**config.mk**
```make
export PLATFORM = sky130hd
export DESIGN_NAME = heading_pid_servo_drive
export DESIGN_NICKNAME = d
export VERILOG_FILES = /design/src/rtl/hpid_pkg.sv /design/src/rtl/hpid_shape.sv /design/src/rtl/heading_pid_servo_drive.sv
export SDC_FILE = /design/constraint.sdc
export NUM_CORES = 2
export LEC_CHECK = 0
export ABC_CLOCK_PERIOD_IN_PS = 7200
export BUFFER_PORTS_ARGS = -buffer_cell sky130_fd_sc_hd__buf_4
export CAP_MARGIN = 10
export CORE_MARGIN = 1.5
export CORE_UTILIZATION = 40
export DETAILED_ROUTE_END_ITERATION = 8
export GPL_ROUTABILITY_DRIVEN = 0
export GPL_TIMING_DRIVEN = 0
export RECOVER_POWER = 50
export SETUP_SLACK_MARGIN = 0.05
export SLEW_MARGIN = 0
export SYNTH_ARGS = -nofsm -noshare
export SYNTH_HDL_FRONTEND = slang
export SYNTH_HIERARCHICAL = 1
export SYNTH_SLANG_ARGS = --single-unit
```
**constraint.sdc**
```tcl
create_clock -name aclk -period 7.2 [get_ports aclk]
set_input_delay 1.44 -clock aclk [delete_from_list [all_inputs] [get_ports aclk]]
set_output_delay 1.44 -clock aclk [all_outputs]
set_load 0.03 [all_outputs]
```
**src/rtl/hpid_pkg.sv**
```systemverilog
// Shared widths, constants, register codes and types of the heading PID servo drive.
`default_nettype none

package hpid_pkg;

    localparam int HEAD_W  = 13;  // heading and target, 1/16 degree
    localparam int GAIN_W  = 16;  // Q8.8 gains
    localparam int KICK_W  = 9;   // kick and extra offsets, us
    localparam int DB_W    = 12;  // deadband
    localparam int ERR_W   = 13;  // wrapped error, signed
    localparam int DIFF_W  = 14;  // error difference, signed
    localparam int SUM_W   = 32;  // saturating integral
    localparam int PP_W    = 30;  // gain_prop * error
    localparam int PI_W    = 49;  // gain_integ * integral
    localparam int PD_W    = 31;  // gain_deriv * difference
    localparam int ACC_W   = 51;  // PID sum, 1/4096 us
    localparam int OFF_W   = ACC_W - 8;  // offset, 1/16 us
    localparam int PULSE_W = 11;
    localparam int ADDR_W  = 5;
    localparam int DATA_W  = 32;

    localparam int HALF_TURN   = 2880;
    localparam int FULL_TURN   = 5760;
    localparam int NEUTRAL_X16 = 24000;
    localparam int SPAN_X16    = 8000;   // pulse limits are neutral +- this

    // reset values of the registers
    localparam logic [HEAD_W-1:0] TARGET_RST   = 13'd1440;
    localparam logic [GAIN_W-1:0] GAIN_P_RST   = 16'd512;
    localparam logic [GAIN_W-1:0] GAIN_I_RST   = 16'd0;
    localparam logic [GAIN_W-1:0] GAIN_D_RST   = 16'd26;
    localparam logic [KICK_W-1:0] MIN_KICK_RST = 9'd60;
    localparam logic [KICK_W-1:0] FWD_XTRA_RST = 9'd30;
    localparam logic [DB_W-1:0]   DEADBAND_RST = 12'd16;

    typedef enum logic [2:0] {
        REG_TARGET   = 3'd0,
        REG_GAIN_P   = 3'd1,
        REG_GAIN_I   = 3'd2,
        REG_GAIN_D   = 3'd3,
        REG_MIN_KICK = 3'd4,
        REG_FWD_XTRA = 3'd5,
        REG_DEADBAND = 3'd6
    } reg_idx_t;

    typedef struct packed {
        logic [KICK_W-1:0] min_kick;
        logic [KICK_W-1:0] fwd_extra;
        logic [DB_W-1:0]   deadband;
    } kick_cfg_t;

endpackage

`default_nettype wire

```
**src/rtl/hpid_shape.sv**
```systemverilog
// Minimum-kick override, pulse clamp and truncation to whole microseconds.
`default_nettype none

module hpid_shape
    import hpid_pkg::*;
(
    input  wire logic signed [OFF_W-1:0]   offset,
    input  wire logic signed [ERR_W-1:0]   err,
    input  wire kick_cfg_t                 kick_cfg,
    output logic             [PULSE_W-1:0] pulse_us
);

    localparam logic signed [OFF_W-1:0] SPAN    = OFF_W'(SPAN_X16);
    localparam logic signed [OFF_W-1:0] NEUTRAL = OFF_W'(NEUTRAL_X16);

    logic        [ERR_W-1:0]   mag_e;
    logic signed [OFF_W-1:0]   kick_lo_mag;
    logic signed [OFF_W-1:0]   kick_hi;
    logic                      near;
    logic signed [OFF_W-1:0]   off_k;
    logic signed [OFF_W-1:0]   off_c;
    logic signed [OFF_W-1:0]   pulse_x16;

    always_comb begin
        mag_e       = err[ERR_W-1] ? ERR_W'(-err) : ERR_W'(err);
        kick_lo_mag = $signed({{(OFF_W-KICK_W-4){1'b0}}, kick_cfg.min_kick, 4'b0});
        kick_hi     = $signed({{(OFF_W-KICK_W-5){1'b0}},
                               ({1'b0, kick_cfg.min_kick} + {1'b0, kick_cfg.fwd_extra}),
                               4'b0});
        near = (offset < kick_lo_mag) && (offset > -kick_lo_mag)
               && (mag_e > {1'b0, kick_cfg.deadband});

        if (near) begin
            off_k = (offset > 0) ? kick_hi : -kick_lo_mag;
        end else begin
            off_k = offset;
        end

        priority if (off_k < -SPAN) begin
            off_c = -SPAN;
        end else if (off_k > SPAN) begin
            off_c = SPAN;
        end else begin
            off_c = off_k;
        end

        pulse_x16 = NEUTRAL + off_c;
        pulse_us  = pulse_x16[PULSE_W+3:4];
    end

endmodule

`default_nettype wire

```
**src/rtl/heading_pid_servo_drive.sv**
```systemverilog
// Heading PID servo drive: APB registers, error/integral stage, PID pipeline, output.
//
//  port group   dir  role
//  s_*          in   heading sample beat (valid/ready)
//  m_*          out  pulse width and wrapped error beat (valid/ready)
//  p*           in   APB register port, pready tied high
//
// One beat per cycle sustained while m_ready stays high; five registers lie between input
// accept and result valid: input, error/integral, product, offset, output.
// Integral and last error update when a beat leaves the input register.
// Each stage holds when the one after it is full and stalled; bubbles collapse.
// aresetn is synchronous, active low; clears valids and state, loads register reset values.
`default_nettype none

module heading_pid_servo_drive
    import hpid_pkg::*;
(
    input  wire logic                 aclk,
    input  wire logic                 aresetn,
    input  wire logic                 psel,
    input  wire logic                 penable,
    input  wire logic                 pwrite,
    input  wire logic [ADDR_W-1:0]    paddr,
    input  wire logic [DATA_W-1:0]    pwdata,
    output logic      [DATA_W-1:0]    prdata,
    output logic                      pready,
    input  wire logic                 s_valid,
    output logic                      s_ready,
    input  wire logic [HEAD_W-1:0]    s_measured_heading,
    output logic                      m_valid,
    input  wire logic                 m_ready,
    output logic      [PULSE_W-1:0]   m_pulse_width_us,
    output logic signed [ERR_W-1:0]   m_wrapped_error
);

    // configuration
    logic [HEAD_W-1:0] target_reg;
    logic [GAIN_W-1:0] gain_p_reg;
    logic [GAIN_W-1:0] gain_i_reg;
    logic [GAIN_W-1:0] gain_d_reg;
    logic [KICK_W-1:0] min_kick_reg;
    logic [KICK_W-1:0] fwd_extra_reg;
    logic [DB_W-1:0]   deadband_reg;
    reg_idx_t          cfg_idx;
    logic              cfg_wr;

    // controller state
    logic signed [ERR_W-1:0] last_error_reg;
    logic signed [SUM_W-1:0] error_sum_reg;

    // pipeline
    logic                     v1_reg, v2_reg, v3_reg, v4_reg, out_valid_reg;
    logic                     en1, en2, en3, en4, en5, adv1;
    logic [HEAD_W-1:0]        meas_reg;
    logic signed [ERR_W-1:0]  e_reg, e3_reg, e4_reg, out_err_reg;
    logic signed [SUM_W-1:0]  sum_reg;
    logic signed [DIFF_W-1:0] d_reg;
    logic signed [PP_W-1:0]   pp_reg;
    logic signed [PI_W-1:0]   pi_reg;
    logic signed [PD_W-1:0]   pd_reg;
    logic signed [OFF_W-1:0]  off_reg;
    logic [PULSE_W-1:0]       pulse_reg;

    logic signed [DIFF_W-1:0] raw_e;
    logic signed [DIFF_W-1:0] wrap1_e;
    logic signed [DIFF_W-1:0] wrap2_e;
    logic signed [ERR_W-1:0]  e_next;
    logic signed [SUM_W:0]    sum_wide;
    logic signed [SUM_W-1:0]  sum_next;
    logic signed [DIFF_W-1:0] d_next;
    logic signed [PP_W-1:0]   pp_next;
    logic signed [PI_W-1:0]   pi_next;
    logic signed [PD_W-1:0]   pd_next;
    logic signed [ACC_W-1:0]  acc_next;
    logic [PULSE_W-1:0]       pulse_next;
    kick_cfg_t                kick_cfg;

    // ---------------- APB ----------------
    assign pready  = 1'b1;
    assign cfg_idx = reg_idx_t'(paddr[4:2]);
    assign cfg_wr  = psel && penable && pwrite;

    always_ff @(posedge aclk) begin
        if (!aresetn) begin
            target_reg    <= TARGET_RST;
            gain_p_reg    <= GAIN_P_RST;
            gain_i_reg    <= GAIN_I_RST;
            gain_d_reg    <= GAIN_D_RST;
            min_kick_reg  <= MIN_KICK_RST;
            fwd_extra_reg <= FWD_XTRA_RST;
            deadband_reg  <= DEADBAND_RST;
        end else if (cfg_wr) begin
            unique case (cfg_idx)
                REG_TARGET:   target_reg    <= pwdata[HEAD_W-1:0];
                REG_GAIN_P:   gain_p_reg    <= pwdata[GAIN_W-1:0];
                REG_GAIN_I:   gain_i_reg    <= pwdata[GAIN_W-1:0];
                REG_GAIN_D:   gain_d_reg    <= pwdata[GAIN_W-1:0];
                REG_MIN_KICK: min_kick_reg  <= pwdata[KICK_W-1:0];
                REG_FWD_XTRA: fwd_extra_reg <= pwdata[KICK_W-1:0];
                REG_DEADBAND: deadband_reg  <= pwdata[DB_W-1:0];
                default: ;  // drop writes to unmapped addresses
            endcase
        end
    end

    always_comb begin
        unique case (cfg_idx)
            REG_TARGET:   prdata = DATA_W'(target_reg);
            REG_GAIN_P:   prdata = DATA_W'(gain_p_reg);
            REG_GAIN_I:   prdata = DATA_W'(gain_i_reg);
            REG_GAIN_D:   prdata = DATA_W'(gain_d_reg);
            REG_MIN_KICK: prdata = DATA_W'(min_kick_reg);
            REG_FWD_XTRA: prdata = DATA_W'(fwd_extra_reg);
            REG_DEADBAND: prdata = DATA_W'(deadband_reg);
            default:      prdata = '0;
        endcase
    end

    // ---------------- stage enables ----------------
    assign en5     = !out_valid_reg || m_ready;
    assign en4     = !v4_reg || en5;
    assign en3     = !v3_reg || en4;
    assign en2     = !v2_reg || en3;
    assign en1     = !v1_reg || en2;
    assign adv1    = v1_reg && en2;
    assign s_ready = en1;

    always_ff @(posedge aclk) begin
        if (!aresetn) begin
            v1_reg        <= 1'b0;
            v2_reg        <= 1'b0;
            v3_reg        <= 1'b0;
            v4_reg        <= 1'b0;
            out_valid_reg <= 1'b0;
        end else begin
            if (en1) v1_reg        <= s_valid;
            if (en2) v2_reg        <= v1_reg;
            if (en3) v3_reg        <= v2_reg;
            if (en4) v4_reg        <= v3_reg;
            if (en5) out_valid_reg <= v4_reg;
        end
    end

    // ---------------- error, wrap, integral, difference ----------------
    always_comb begin
        raw_e   = $signed({1'b0, target_reg}) - $signed({1'b0, meas_reg});
        wrap1_e = (raw_e > DIFF_W'(HALF_TURN)) ? raw_e - DIFF_W'(FULL_TURN) : raw_e;
        wrap2_e = (wrap1_e < -DIFF_W'(HALF_TURN)) ? wrap1_e + DIFF_W'(FULL_TURN) : wrap1_e;
        e_next  = wrap2_e[ERR_W-1:0];

        sum_wide = {error_sum_reg[SUM_W-1], error_sum_reg}
                   + {{(SUM_W+1-ERR_W){e_next[ERR_W-1]}}, e_next};
        // saturate when the two top bits disagree
        if (sum_wide[SUM_W] != sum_wide[SUM_W-1]) begin
            sum_next = sum_wide[SUM_W] ? {1'b1, {(SUM_W-1){1'b0}}}
                                       : {1'b0, {(SUM_W-1){1'b1}}};
        end else begin
            sum_next = sum_wide[SUM_W-1:0];
        end

        d_next = DIFF_W'(e_next) - DIFF_W'(last_error_reg);
    end

    always_ff @(posedge aclk) begin
        if (!aresetn) begin
            last_error_reg <= '0;
            error_sum_reg  <= '0;
        end else if (adv1) begin
            last_error_reg <= e_next;
            error_sum_reg  <= sum_next;
        end
    end

    // ---------------- products, offset ----------------
    always_comb begin
        pp_next  = $signed({1'b0, gain_p_reg}) * e_reg;
        pi_next  = $signed({1'b0, gain_i_reg}) * sum_reg;
        pd_next  = $signed({1'b0, gain_d_reg}) * d_reg;
        acc_next = ACC_W'(pp_reg) + ACC_W'(pi_reg) + ACC_W'(pd_reg);
    end

    assign kick_cfg = '{min_kick: min_kick_reg, fwd_extra: fwd_extra_reg,
                        deadband: deadband_reg};

    hpid_shape u_shape (
        .offset   (off_reg),
        .err      (e4_reg),
        .kick_cfg (kick_cfg),
        .pulse_us (pulse_next)
    );

    // payload registers
    always_ff @(posedge aclk) begin
        if (s_valid && en1) begin
            meas_reg <= s_measured_heading;
        end
        if (adv1) begin
            e_reg   <= e_next;
            sum_reg <= sum_next;
            d_reg   <= d_next;
        end
        if (v2_reg && en3) begin
            pp_reg <= pp_next;
            pi_reg <= pi_next;
            pd_reg <= pd_next;
            e3_reg <= e_reg;
        end
        if (v3_reg && en4) begin
            off_reg <= acc_next[ACC_W-1:8];  // arithmetic shift: floor
            e4_reg  <= e3_reg;
        end
        if (v4_reg && en5) begin
            pulse_reg   <= pulse_next;
            out_err_reg <= e4_reg;
        end
    end

    assign m_valid          = out_valid_reg;
    assign m_pulse_width_us = pulse_reg;
    assign m_wrapped_error  = out_err_reg;

`ifndef SYNTH
    a_state_follows: assert property (@(posedge aclk) disable iff (!aresetn)
        adv1 |=> (last_error_reg == e_reg) && (error_sum_reg == sum_reg))
        else $error("controller state out of step with error stage");

    a_pulse_range: assert property (@(posedge aclk) disable iff (!aresetn)
        m_valid |-> (m_pulse_width_us >= 11'd1000) && (m_pulse_width_us <= 11'd2000))
        else $error("pulse width outside servo range");

    a_err_range: assert property (@(posedge aclk) disable iff (!aresetn)
        m_valid |-> (m_wrapped_error >= -13'sd2880) && (m_wrapped_error <= 13'sd2880))
        else $error("wrapped error outside half turn");

    a_ready_when_drained: assert property (@(posedge aclk) disable iff (!aresetn)
        !m_valid |-> s_ready)
        else $error("input stalled with empty output");
`endif

endmodule

`default_nettype wire
```
==> results summary <==
The post-detailed-placement half-perimeter wirelength is 133 mm. The clock-pin slew on the worst setup and hold paths is 0.06 ns. The number of design rule violations left after detail routing came out at 0. The checks that failed: capacitance limit, slew limit. The number of design-rule violations left by the first detailed-router iteration is 3436.

The cell count after synthesis came out at 5852. The first-pass detailed-route iteration total is 6. For this run, the leading register cell type out of synthesis is sky130_fd_sc_hd__edfxtp_1. The mean cell area of the mapped netlist came out at 9.58 sq um. The number of distinct library cells after synthesis is 117. The depth of the CTS H-tree is 2.

The pin count of the biggest net entering global routing came out at 69. Counting flops with a built-in enable in the synthesized netlist gives 275. The complex-gate fraction of the synthesized area came out at 9.45%. Setup repair after global routing could not meet its margin everywhere. The initial antenna violation count came to 4. The area share of fa/ha/maj cells after synthesis came out at 42.5%. In the post-synthesis netlist, the biggest area contributors are sky130_fd_sc_hd__fa_1 (31%), sky130_fd_sc_hd__edfxtp_1 (15%), sky130_fd_sc_hd__ha_1 (11%). After Yosys synthesis, and, or, nand and nor cells account for 15.3% of the synthesized area. The number of nets in the layout is 7547. The number of warning messages in the yosys log came out at 6. The number of cell rows is 137. The register with the most flip-flops in the layout has 49 of them.

The boundary pin count is 116. The run finished, with violations left. The area share of the largest cell type after synthesis came out at 30.8%. In the synthesized netlist, mux cells make up 1.42% of the area. The later pin in the worst-skew pair is clocked with a latency of 0.66 ns. The utilization of the core after routing is 45.0%.

The clock sink count came out at 416. The die outline area came out at 142000 sq um. The final worst-path cycle share came out at 97.2%. The total congestion overflow is 0. The worst hold path was traced through 0 stages. The worst setup path is captured at a register. The static leakage power came out at 28.6 nW. Detailed routing inserted a total of 42.3k vias.

IR analysis of the VDD net gives a maximum drop of 408 uV. The arrival time reported for the critical path endpoint came out at 7.35 ns. The netlist area before placement came out at 56000 sq um. The top achievable clock speed came out at 143 MHz.

The worst slew margin relative to its limit is -35.2%. The number of input and output port buffers inserted is 78. Max-cap violations in this run came to 5.

The global-route wire length before repair came out at 251 mm. In the final routed layout, each cell accounts on average for 20.4 um. The required time at the endpoint of the critical path came out at 7.55 ns. The synthesized design spends more area on one cell type than any other, namely sky130_fd_sc_hd__fa_1. After synthesis, the largest family of logic cells by area is adder cells.

The startpoint class of the critical path is a register. Relative to the synthesized area, the layout overhead comes to 11.7%. The via density per instance came out at 5.26. The die width came out at 377 um. The time the worst path needs with I/O delays and setup is 7.00 ns. After synthesis, the most frequently instantiated cells are sky130_fd_sc_hd__inv_1 (976), sky130_fd_sc_hd__nand2_1 (865), sky130_fd_sc_hd__fa_1 (861), sky130_fd_sc_hd__ha_1 (514), sky130_fd_sc_hd__and2_1 (376). The internal reg-to-reg setup slack is 0.20 ns. The worst register-to-register path begins at sum_reg[30]. Across the routed clock network, the largest skew measured is 0.0629 ns.

The wire length after detailed routing is 164 mm. The critical path is of the register to register type. In this run, CTS created clock tree buffers numbering 49. The async set-or-reset flop fraction in the synthesized netlist came out at 0%. Along the worst path, the maximum fanout reaches 10. By instance count, the leading cell after synthesis is sky130_fd_sc_hd__inv_1.

The transition time at the pin with the least slew margin came out at 2.03 ns. The area of the placeable core came out at 139000 sq um. The global-route total usage across every layer came out at 23.1%. The worst hold path terminates at e4_reg[8]. For the worst flop-to-flop path, the logic depth is 21.

The number of hold violations in the final report came out at 0. Timing analysis after detailed placement gives a worst setup slack of -1.66 ns. The minimum setup slack in the final design is 0.199 ns.

The initial utilization of the core area, before any placement, comes to 40.3%. The share of post-route cells with drive strength above 1 is 9.29%. The final-report setup violation count came out at 0. The remaining antenna violation count came out at 0. The cell area power density came out at 225 nW/um^2. The via count of the first global-routing pass came out at 42.0k. The synthesized design contains 416 register bits. For this run, the register share of the synthesized area comes to 19.8%.

The vertical extent of the die came out at 377 um. No sink is reached through more buffers than the 3 on the longest clock path. The number of max-slew violations in the final report is 147. In this run the critical register-to-register path is captured at pi_reg[46].

The clock tree from TritonCTS is built. The path class of the tightest hold or removal check is register to register. The launch instance of the worst min-delay path is e3_reg[8].

The clock root buffer master is sky130_fd_sc_hd__clkbuf_16. The xor-xnor portion of the synthesized cell area is 3.18%.
## placed cells by master (no fill, tap or decap), types with 72 or more instances in the layout
cell / netlist / routed
sky130_fd_sc_hd__fa_1: 861 / 858
sky130_fd_sc_hd__o21ai_0: 104 / 99
sky130_fd_sc_hd__and2_1: 376 / 365
sky130_fd_sc_hd__clkbuf_1: 195 / 126
sky130_fd_sc_hd__inv_1: 976 / 974
sky130_fd_sc_hd__ha_1: 514 / 503
sky130_fd_sc_hd__nand2_1: 865 / 862
sky130_fd_sc_hd__edfxtp_1: 275 / 275
sky130_fd_sc_hd__a21oi_1: 190 / 177
sky130_fd_sc_hd__xnor2_1: 149 / 140
sky130_fd_sc_hd__dfxtp_1: 141 / 109
sky130_fd_sc_hd__a21o_1: 81 / 81
sky130_fd_sc_hd__a21boi_0: 72 / 72
sky130_fd_sc_hd__buf_4: 22 / 188
sky130_fd_sc_hd__nor2_1: 180 / 174
## how the worst max path moves through the flow
stage                   startpoint     endpoint
floorplan            target_reg[0]  sum_reg[10]
global placement           m_ready  off_reg[39]
detailed placement   target_reg[0]  sum_reg[28]
CTS                 gain_i_reg[14]   pi_reg[47]
global route         gain_i_reg[2]   pi_reg[48]
finish                 sum_reg[30]   pi_reg[46]
## timing repair
action / in CTS / in global routing
cloned: 1 / 2
hold endpoints to repair: 0 / 0
pin swaps: 9 / 33
hold buffers: 0 / 0
endpoints found under the setup margin: 103 / 87
setup buffers: 59 / 66
gates resized for setup: 210 / 261
## worst max-delay path, cell delays in order, from the launching register on
cell and delay, ns:
sky130_fd_sc_hd__edfxtp_1 0.64, sky130_fd_sc_hd__clkbuf_1 0.47, sky130_fd_sc_hd__nand2_1 0.16, sky130_fd_sc_hd__fa_1 0.52
sky130_fd_sc_hd__inv_1 0.05, sky130_fd_sc_hd__fa_1 0.48, sky130_fd_sc_hd__inv_1 0.05, sky130_fd_sc_hd__fa_1 0.52
sky130_fd_sc_hd__fa_1 0.45, sky130_fd_sc_hd__fa_1 0.54, sky130_fd_sc_hd__inv_1 0.05, sky130_fd_sc_hd__fa_1 0.54
sky130_fd_sc_hd__ha_1 0.47, sky130_fd_sc_hd__nand4_1 0.37, sky130_fd_sc_hd__nor3_2 0.29, sky130_fd_sc_hd__o41ai_2 0.11
sky130_fd_sc_hd__buf_4 0.15, sky130_fd_sc_hd__buf_4 0.13, sky130_fd_sc_hd__o31ai_1 0.30, sky130_fd_sc_hd__a31o_2 0.21
sky130_fd_sc_hd__a21oi_1 0.07, sky130_fd_sc_hd__xnor2_1 0.14
## logic make-up after synthesis
family | after synthesis
mux | 70
buf+inv | 1213
compound gates | 762
other cells | 2
fa+ha+maj | 1391
simple gates | 1796
flops | 416
xor+xnor | 202
## per-layer routing
metal | vias up | track usage (%) | part of all wire (%)
li1 | 19291 | - | -
met1 | 21326 | 31.9 | 43
met2 | 1357 | 37.0 | 46
met3 | 298 | 2.82 | 6.7
met4 | 2 | 9.02 | 4.5
met5 | - | 0 | 0.0067
## per-stage QoR
step | area, sq um | std cells | TNS, ns | hold WS (ns) | total power, W
finish | 62600 | 8032 | 0 | 0.420 | 0.0141
global route | 62600 | 8031 | -0.00765 | 0.422 | 0.0150
CTS | 61800 | 7973 | 0 | 0.416 | 0.0138
detailed placement | 59300 | 7831 | -96.50 | 0.405 | 0.0110
global placement | 59000 | 7821 | -194.76 | 0.401 | 0.0109
floorplan | 56100 | 5867 | 0 | 0.400 | 0.00856
## where the power goes
group | total, W | internal, W | switching [W]
Combinational | 0.00819 | 0.00317 | 0.00502
Clock | 0.00239 | 0.00132 | 0.00107
Sequential | 0.00347 | 0.00315 | 0.000323
## final cells by class
class / instances / area [sq um]
fillers: 13344 / 76600
multi-input cells: 4240 / 40900
flip-flops and latches: 416 / 11200
inverters: 977 / 3670
well taps: 1876 / 2350
repair buffers: 214 / 1540
plain buffers: 217 / 1410
clock buffers: 66 / 1340
clock inverters: 25 / 185
diodes: 1 / 2.50
(Power assumes the default switching activity.)
